`src/rtl/wall_span_rasterizer_defines.svh`:
```
// Assertion macros for the wall span rasteriser
`ifndef WALL_SPAN_RASTERIZER_DEFINES_SVH
`define WALL_SPAN_RASTERIZER_DEFINES_SVH
`ifndef SYNTHESIS
`define WSR_ASSERT_IMP(lbl, ante, cons) \
   lbl: assert property (@(posedge clock) disable iff (reset) (ante) |-> (cons)) \
      else $error("wall span rasteriser check failed");
`define WSR_ASSERT_NXT(lbl, ante, cons) \
   lbl: assert property (@(posedge clock) disable iff (reset) (ante) |=> (cons)) \
      else $error("wall span rasteriser check failed");
`else
`define WSR_ASSERT_IMP(lbl, ante, cons)
`define WSR_ASSERT_NXT(lbl, ante, cons)
`endif
`endif

```
`src/rtl/wsr_ram.sv`:
```
// Generic single-port RAM with registered read
module wsr_ram #(
   parameter int WIDTH = 8,
   parameter int DEPTH = 16
) (
   input  logic                     clock,
   input  logic                     we,
   input  logic [$clog2(DEPTH)-1:0] addr,
   input  logic [WIDTH-1:0]         wdata,
   output logic [WIDTH-1:0]         rdata
);
   logic [WIDTH-1:0] mem [DEPTH];

   always_ff @(posedge clock) begin
      if (we) mem[addr] <= wdata;
      rdata <= mem[addr];
   end
endmodule

```
`config.mk`:
```
export PLATFORM = sky130hd
export DESIGN_NAME = wsr_ram
export DESIGN_NICKNAME = d
export VERILOG_FILES = /design/src/rtl/wall_span_rasterizer_defines.svh /design/src/rtl/wsr_ram.sv
export SDC_FILE = /design/constraint.sdc
export NUM_CORES = 1
export LEC_CHECK = 0
export ABC_AREA = 1
export BUFFER_PORTS_ARGS = -buffer_cell sky130_fd_sc_hd__buf_4
export CAP_MARGIN = 5
export CORE_ASPECT_RATIO = 1.25
export CORE_MARGIN = 10
export CORE_UTILIZATION = 50
export DETAILED_ROUTE_END_ITERATION = 8
export PLACE_DENSITY = 0.77
export SYNTH_ARGS = -nofsm -noshare
export SYNTH_HDL_FRONTEND = slang
export SYNTH_SLANG_ARGS = --single-unit
```
`constraint.sdc`:
```
create_clock -name clock -period 2.26 [get_ports clock]
set_clock_uncertainty 0.15 [all_clocks]
set_input_delay 0.226 -clock clock [delete_from_list [all_inputs] [get_ports clock]]
set_output_delay 0.226 -clock clock [all_outputs]
set_load 0.05 [all_outputs]
```
==> out/metrics.csv, run 1 <==
metric;value;unit
worst relative slew slack;55.8;%
Starting Density;50.7;%
total number of vias;3774;
kind of start point of the critical path;input port;
maximum operating frequency;695;MHz
buffers added on ports;21;
flip-flop and latch count after synthesis;136;
deepest level of the CTS H-tree;4;
Critical Path End Type;register;
required time at the worst-slack endpoint;2160;ps
category of the critical setup timing path;in -> reg;
critical path depth;4;
Net Count, Synth;562;
final net count;601;
final max-slew violation count;0;
number of top-level pins;22;
period utilisation layout;63.7;%
sequential element share of the synthesized area;71.6;%
CTS tree;yes;
total inserted antenna cells;0;
final hold violation count;0;
switching power;1.33;mW
fraction of synthesized cell area in xor and xnor cells;0;%
unrepaired setup endpoints after global routing;no;
endpoint of the lowest-slack register-to-register path;rdata[0];
Filler cells;841;
total setup violations reported at the end of the flow;0;
root buffer cell;clkbuf_16;
post-synthesis adder-cell area fraction;0;%
number of buffers between clock root and the deepest sink;2;
compound-cell area share of the yosys netlist;0;%
vias in the first global route;3743;
Placement Rows;43;
Avg Synthesized Cell Area;10.2;um2
largest driver fanout on the critical path;12;
worst hold path stage count;1;
Area growth, synth to finish;18.7;%
final worst path period need;1440;ps
cell leakage power;2.88;nW
final hold slack;31.3;ps
Detail Route Antenna Nets;0;
aggregate global routing overflow;0;
Worst R2R Setup Slack;1090;ps
clock-pin slew on the worst setup and hold paths;60;ps
hold path startpoint;wdata[0];
cells on worst reg2reg path;8;
drt drc;0;
gr usage total;15.9;%
clock share of power;48.0;%
Ys Warns;0;
Critical Path Slowest Stage Cell;nor2_1;
routed length per placed instance;16.8;um
unique cell type count in the Yosys netlist;11;
buffers inserted during post-CTS setup optimization;0;
multiplexer fraction of the synthesized cell area;0;%
total half-perimeter wirelength after legalization and detailed placement;7780;um
maximum number of pins on one net before global-route repair;53;
DRT Pass-1 Iters;5;
CTS Buf Count;17;
VDD IR max;0.472;mV
Hold Crit Endpoint;mem[12][0];
area fraction in and, or, nand and nor cells after synthesis;24.8;%
slowest cell delay on critical path;570;ps
core area;11000;um2
status;finished clean;
cell area power density;943;nW/um2
share of layout cells above drive strength 1;12.2;%
clock insertion delay at the later pin of the skew report;410;ps
Post-Syn Instances;548;
post-synthesis instance area;5590;um2
Sw Share;21.2;%
arrival time at the worst endpoint;1340;ps
overall die area;15800;um2
count of buffering cells on the critical path with inverters included;2;
count of routing violations after the opening detailed-route iteration;291;
sink count of the clock tree;136;
total negative slack;0;ps
WL final;12300;um
combinational share of power;6.7;%
first-pass GRT wire length;19300;um
die boundary width;115;um
max-cap violations;0;
Worst Max-Slew Pin Slew;660;ps
highest-count cells in the layout ignoring fill and taps;nand2_1 (346), edfxtp_1 (128), buf_4 (38);
Int Power;4.93;mW
main combinational cell family by area after synthesis;simple AND/OR/NAND/NOR gates;
leading cell type in the layout, fill and taps excluded;nand2_1;
initial antenna violation count;0;
Reg power frac;45.3;%
kind of cell with the highest combined delay on the critical path;simple AND/OR/NAND/NOR gates;
origin of the critical flop-to-flop path;mem[2][0];
Hold WC Path Type;in -> reg;
placer congestion estimate;0.937;
Vias per Instance;5.13;
Die Height;138;um
CP cell instances;buf_4, clkinv_1, nand3_1, nor2_1;
[how the worst max path moves through the flow]
| stage | start | to | slack (ps) |
|---|---|---|---|
| CTS | addr[1] | mem[5][6] | 830 |
| finish | addr[1] | mem[5][6] | 820 |
| global placement | addr[1] | mem[13][7] | 460 |
| global route | addr[1] | mem[5][1] | 710 |
| floorplan | addr[1] | mem[3][0] | 510 |
| detailed placement | addr[1] | mem[5][4] | 390 |
[layer usage]
layer | global-route usage, % | wire length, um | up-vias
met1 | 18.8 | 4920 | 1776
met3 | 4.33 | 840 | 24
met5 | 0 | 0 | -
met2 | 25.8 | 6230 | 147
li1 | - | - | 1827
met4 | 7.73 | 330 | 0
[cell families after synthesis]
logic type    Yosys count
simple gates          368
flops                 136
buf+inv                44
[power by group through the flow]
| stage | registers [mW] | logic [mW] | clock network [mW] |
|---|---|---|---|
| 3_3_place_gp | 2.89 | 0.407 | 0 |
| 5_1_grt | 2.84 | 0.462 | 3.16 |
| 6_report | 2.84 | 0.420 | 3.00 |
| 3_5_place_dp | 2.89 | 0.416 | 0 |
| 2_1_floorplan | 2.95 | 0.194 | 0 |
| 4_1_cts | 2.84 | 0.421 | 3.04 |
[cell type report]
cell class / instances / area, um2 / area share (%)
well taps: 135 / 169 / 2.54
clock buffers: 22 / 494 / 7.44
inverters: 23 / 86.3 / 1.30
multi-input cells: 368 / 1390 / 20.9
clock inverters: 10 / 164 / 2.47
flip-flops and latches: 136 / 4000 / 60.3
repair buffers: 41 / 335 / 5.05
[state kept, by name, indices dropped and copies added, names as in the netlist]
register  flops
mem         128
rdata         8
[Yosys cell counts]
library cell  number  area, um2
nand2_1          346       1300
buf_4              6       45.0
nor2_1            18       67.6
inv_2              1       3.75
clkbuf_1           3       11.3
buf_2             12       60.1
nand3_1            4       20.0
inv_1             21       78.8
dfxtp_1            8        160
clkinv_1           1       3.75
edfxtp_1         128       3840
[timing repair]
item,in CTS,in global routing
setup endpoints to repair,0,0
hold buffers,1,0
resized for setup,0,0
hold endpoints to repair,10,0
[per-stage QoR]
step / setup slack (ps) / util (%) / power, mW / instances / instance area, um2
after floorplan: 507 / - / 3.14 / 548 / 5590
after global placement: 459 / 54.1 / 3.29 / 702 / 5970
after detailed placement: 388 / 54.1 / 3.30 / 702 / 5970
after CTS: 829 / 60.2 / 6.30 / 735 / 6640
after global routing: 715 / 60.2 / 6.46 / 735 / 6640
final: 821 / 60.2 / 6.26 / 735 / 6640
No activity file was read; power rests on OpenSTA's default activity.
==> run 2, diff against run 1 <==
==> constraint.sdc (replaced) <==
create_clock -name clock -period 1.5 [get_ports clock]
set_clock_uncertainty 0.15 [all_clocks]
set_input_delay 0.15 -clock clock [delete_from_list [all_inputs] [get_ports clock]]
set_output_delay 0.15 -clock clock [all_outputs]
set_load 0.05 [all_outputs]
==> out/metrics.csv, run 2 (synthesis results as in run 1) <==
metric;value;unit
status;finished clean;
switching power;1.88;mW
final max-slew violation count;0;
clock share of power;42.3;%
buffers added on ports;21;
number of gates resized after CTS;0;
cell leakage power;2.90;nW
aggregate global routing overflow;0;
overall die area;15800;um2
category of the critical setup timing path;reg -> out;
drt drc;0;
final worst path period need;1230;ps
worst relative slew slack;75.7;%
share of layout cells above drive strength 1;13.4;%
sink count of the clock tree;136;
leading cell type in the layout, fill and taps excluded;nand2_1;
gr usage total;15.7;%
first-pass GRT wire length;19200;um
Vias per Instance;5.04;
CTS Buf Count;17;
slowest cell delay on critical path;330;ps
final hold violation count;0;
number of placed instances with taps included;709;
total number of vias;3775;
max-cap violations;0;
number of top-level pins;22;
vias in the first global route;3877;
Detail Route Antenna Nets;0;
number of buffers between clock root and the deepest sink;2;
final setup margin;270;ps
Worst Max-Slew Pin Slew;365;ps
total negative slack;0;ps
kind of cell with the highest combined delay on the critical path;flip-flops;
Placed Instance Area;6140;um2
VDD IR max;0.861;mV
Sw Share;21.9;%
total inserted antenna cells;0;
total setup violations reported at the end of the flow;0;
kind of start point of the critical path;register;
combinational share of power;7.8;%
final net count;615;
DRT Pass-1 Iters;5;
root buffer cell;clkbuf_16;
cell area power density;1270;nW/um2
deepest level of the CTS H-tree;4;
total non-filler cell area in the finished layout;6740;um2
Critical Path Slowest Stage Cell;dfxtp_1;
highest-count cells in the layout ignoring fill and taps;nand2_1 (346), edfxtp_1 (128), buf_4 (37);
Reg power frac;49.9;%
initial antenna violation count;0;
count of routing violations after the opening detailed-route iteration;248;
period utilisation layout;82.0;%
total half-perimeter wirelength after legalization and detailed placement;7600;um
Die Height;138;um
Starting Density;50.7;%
number of flip-flops under the largest register name;128;
maximum operating frequency;813;MHz
die boundary width;115;um
Hold WC Path Type;in -> reg;
required time at the worst-slack endpoint;1200;ps
count of buffering cells on the critical path with inverters included;1;
final hold slack;184;ps
CTS tree;yes;
clock-pin slew on the worst setup and hold paths;50;ps
placer congestion estimate;0.910;
largest register by flop count;mem;
registers with the most flip-flops;mem: 128 flops, rdata: 8 flops;
Int Power;6.68;mW
arrival time at the worst endpoint;930;ps
clock insertion delay at the later pin of the skew report;410;ps
Placement Rows;43;
CP cell instances;buf_4;
final core utilization;61.1;%
largest driver fanout on the critical path;1;
overall power;8.56;mW
maximum number of pins on one net before global-route repair;35;
Critical Path End Type;output pin;
routed length per placed instance;16.0;um
WL final;12000;um
worst slack at placement;16.6;ps
buffers inserted during post-CTS setup optimization;0;
Area growth, synth to finish;20.6;%
unrepaired setup endpoints after global routing;no;
core area;11000;um2
post-route non-filler standard cell count;749;
[run 2: changes by cell type in the layout (fill, tap and decap cells not counted), moves of 3 or more]
| cell | before | now |
|---|---|---|
| clkinv_1 | 1 | 5 |
| buf_12 | 2 | 10 |
| dlygate4sd3_1 | 1 | 8 |
| nor2_2 | 0 | 8 |
| bufinv_16 | 4 | 1 |
| nor2_1 | 18 | 10 |
| clkinv_2 | 2 | 7 |
| clkbuf_8 | 5 | 0 |
[run 2: final cells by class]
cell class	count	area, um2
Clock buffer	19	433
Clock inverter	13	87.6
Fill cell	835	4290
Inverter	23	86.3
Multi-Input combinational cell	368	1410
Sequential cell	136	4000
Tap cell	135	169
Timing Repair Buffer	55	558
[run 2: metal layers]
metal	wire, um	track usage (%)	vias up
met4	270	7.47	0
met3	606	4.03	19
li1	-	-	1858
met5	0	0	-
met2	6460	27.5	119
met1	4640	16.9	1779
[run 2: path summary, 6_finish.rpt]
kind / from / to / slack, ps / depth (start not counted)
max reg2reg: mem[2][7] / rdata[7] / 340 / 8
min: addr[2] / rdata[0] / 180 / 7
min reg2reg: mem[9][4] / rdata[4] / 560 / 8
max: rdata[2] / rdata[2] / 270 / 1
[run 2: power groups by stage]
| stage | Combinational (mW) | Sequential (mW) | Clock, mW |
|---|---|---|---|
| after global placement | 0.630 | 4.35 | 0 |
| after floorplan | 0.297 | 4.44 | 0 |
| final | 0.666 | 4.27 | 3.62 |
| after detailed placement | 0.647 | 4.35 | 0 |
| after global routing | 0.739 | 4.28 | 3.82 |
| after CTS | 0.670 | 4.28 | 3.67 |
[run 2: repair_timing]
| item | in CTS | in global routing |
|---|---|---|
| endpoints found under the setup margin | 0 | 0 |
| hold endpoints to repair | 128 | 0 |
| hold buffers | 8 | 0 |
==> run 3, diff against run 2 <==
--- a/config.mk
+++ b/config.mk
@@ -12,7 +12,7 @@
 export CORE_MARGIN = 10
 export CORE_UTILIZATION = 50
 export DETAILED_ROUTE_END_ITERATION = 8
-export PLACE_DENSITY = 0.77
+export PLACE_DENSITY = 0.79
 export SYNTH_ARGS = -nofsm -noshare
 export SYNTH_HDL_FRONTEND = slang
 export SYNTH_SLANG_ARGS = --single-unit
==> constraint.sdc (replaced) <==
create_clock -name clock -period 1.09 [get_ports clock]
set_clock_uncertainty 0.15 [all_clocks]
set_input_delay 0.109 -clock clock [delete_from_list [all_inputs] [get_ports clock]]
set_output_delay 0.109 -clock clock [all_outputs]
set_load 0.05 [all_outputs]
==> out/metrics.csv, run 3 (synthesis results as in run 1) <==
metric;value;unit
aggregate global routing overflow;0;
required time at the worst-slack endpoint;1250;ps
Detail Route Antenna Nets;0;
final net count;605;
total setup violations reported at the end of the flow;15;
switching power;2.87;mW
registers with the most flip-flops;mem: 128 flops, rdata: 8 flops;
Die Height;138;um
sink count of the clock tree;136;
category of the critical setup timing path;reg -> reg;
final max-slew violation count;0;
core area;11000;um2
deepest level of the CTS H-tree;4;
clock share of power;45.0;%
area of all sequential standard cells;4020;um2
die boundary width;115;um
arrival time at the worst endpoint;1350;ps
largest driver fanout on the critical path;1;
number of buffers between clock root and the deepest sink;2;
number of top-level pins;22;
period utilisation layout;110;%
total number of vias;3776;
slowest cell delay on critical path;360;ps
final setup margin;-104;ps
Worst R2R Setup Slack;-100;ps
number of flip-flops under the largest register name;128;
CTS tree;yes;
cell area power density;1810;nW/um2
share of layout cells above drive strength 1;18.4;%
cell leakage power;2.90;nW
WL final;12900;um
routed length per placed instance;17.5;um
Hold WC Path Type;in -> reg;
Area growth, synth to finish;24.8;%
CTS Buf Count;17;
Placement Rows;43;
count of routing violations after the opening detailed-route iteration;250;
Int Power;9.80;mW
maximum number of pins on one net before global-route repair;42;
total half-perimeter wirelength after legalization and detailed placement;8220;um
buffers added on ports;21;
root buffer cell;clkbuf_16;
Sw Share;22.6;%
status;finished with violations;
violations in the final reports;setup timing;
final worst path period need;1190;ps
first-pass GRT wire length;20900;um
worst relative slew slack;79.0;%
largest register by flop count;mem;
highest-count cells in the layout ignoring fill and taps;nand2_1 (338), edfxtp_1 (128), buf_4 (22);
VDD IR max;1.00;mV
initial antenna violation count;0;
gr usage total;17.2;%
kind of start point of the critical path;register;
Worst Max-Slew Pin Slew;314;ps
area taken by multi-input logic gates;1590;um2
drt drc;0;
vias in the first global route;4020;
max-cap violations;0;
Vias per Instance;5.11;
overall die area;15800;um2
DRT Pass-1 Iters;4;
cell type with the highest occurrence count on the critical path;nand2_1;
Starting Density;50.7;%
Critical Path End Type;register;
total inserted antenna cells;0;
Reg power frac;46.6;%
Critical Path Slowest Stage Cell;edfxtp_1;
clock insertion delay at the later pin of the skew report;420;ps
Filler cells;812;
CP cell instances;nand2_1, nand2_1, nand2_1, nand2_1, nand2_1, nand2_1, inv_2, nand2_1;
combinational share of power;8.4;%
maximum operating frequency;837;MHz
total negative slack;-836;ps
clock-pin slew on the worst setup and hold paths;60;ps
final hold violation count;0;
final core utilization;63.3;%
leading cell type in the layout, fill and taps excluded;nand2_1;
placer congestion estimate;0.884;
unrepaired setup endpoints after global routing;yes;
[run 3: cell types whose count changed in the layout (fill, tap and decap cells not counted), sizes merged]
cell and change:
bufinv +2, clkinv -5, clkinvlp +1, inv +2, buf -10
[run 3: cell type report]
cell class | count | share of cell area, %
sequential | 136 | 57.5
inverter | 23 | 1.60
clock inverter | 13 | 2.19
clock buffer | 19 | 6.20
tap | 135 | 2.42
multi-input combinational | 368 | 22.8
timing repair buffer | 45 | 7.24
[run 3: routing by layer]
metal	part of all wire (%)	track usage, %	routed length [um]	up-vias
met5	0	0	0	-
met4	3.1	9.91	399	0
met3	3.9	3.68	509	31
met2	55	29.7	7130	88
met1	38	18.7	4880	1814
li1	-	-	-	1843
[run 3: worst paths after layout]
kind / cells past startpoint / to / startpoint
max: 8 / rdata[0] / mem[0][0]
min: 7 / rdata[7] / addr[3]
max reg2reg: 8 / rdata[0] / mem[0][0]
min reg2reg: 8 / rdata[7] / mem[12][7]
[run 3: metrics by stage]
stage	hold WS (ps)	power, mW	setup WS, ps	cells	cell area, um2
2_1_floorplan	57.9	6.59	-120	548	5870
3_3_place_gp	312	6.95	-238	699	6220
3_5_place_dp	319	6.97	-281	699	6220
4_1_cts	97.6	12.7	-109	739	6970
5_1_grt	122	13.1	-165	739	6980
6_report	109	12.7	-104	739	6980
[run 3: what timing repair did]
item | CTS | global route
pin swaps | 22 | 38
hold buffers | 8 | 0
setup endpoints to repair | 15 | 16
endpoints found under the hold margin | 128 | 0
gates resized for setup | 28 | 9
buffers inserted | 0 | 0
[run 3: critical path, delay by kind of cell, from the launching register on]
family	cells	cell delay (ps)
buffers and inverters	1	60
AND/OR/NAND/NOR	7	520
flip-flops	1	360
[run 3: power by group through the flow]
stage	clock, mW	combinational, mW	sequential, mW
CTS	5.74	1.06	5.91
floorplan	0	0.488	6.11
global placement	0	0.963	5.99
finish	5.69	1.07	5.91
global route	5.98	1.16	5.91
detailed placement	0	0.978	5.99
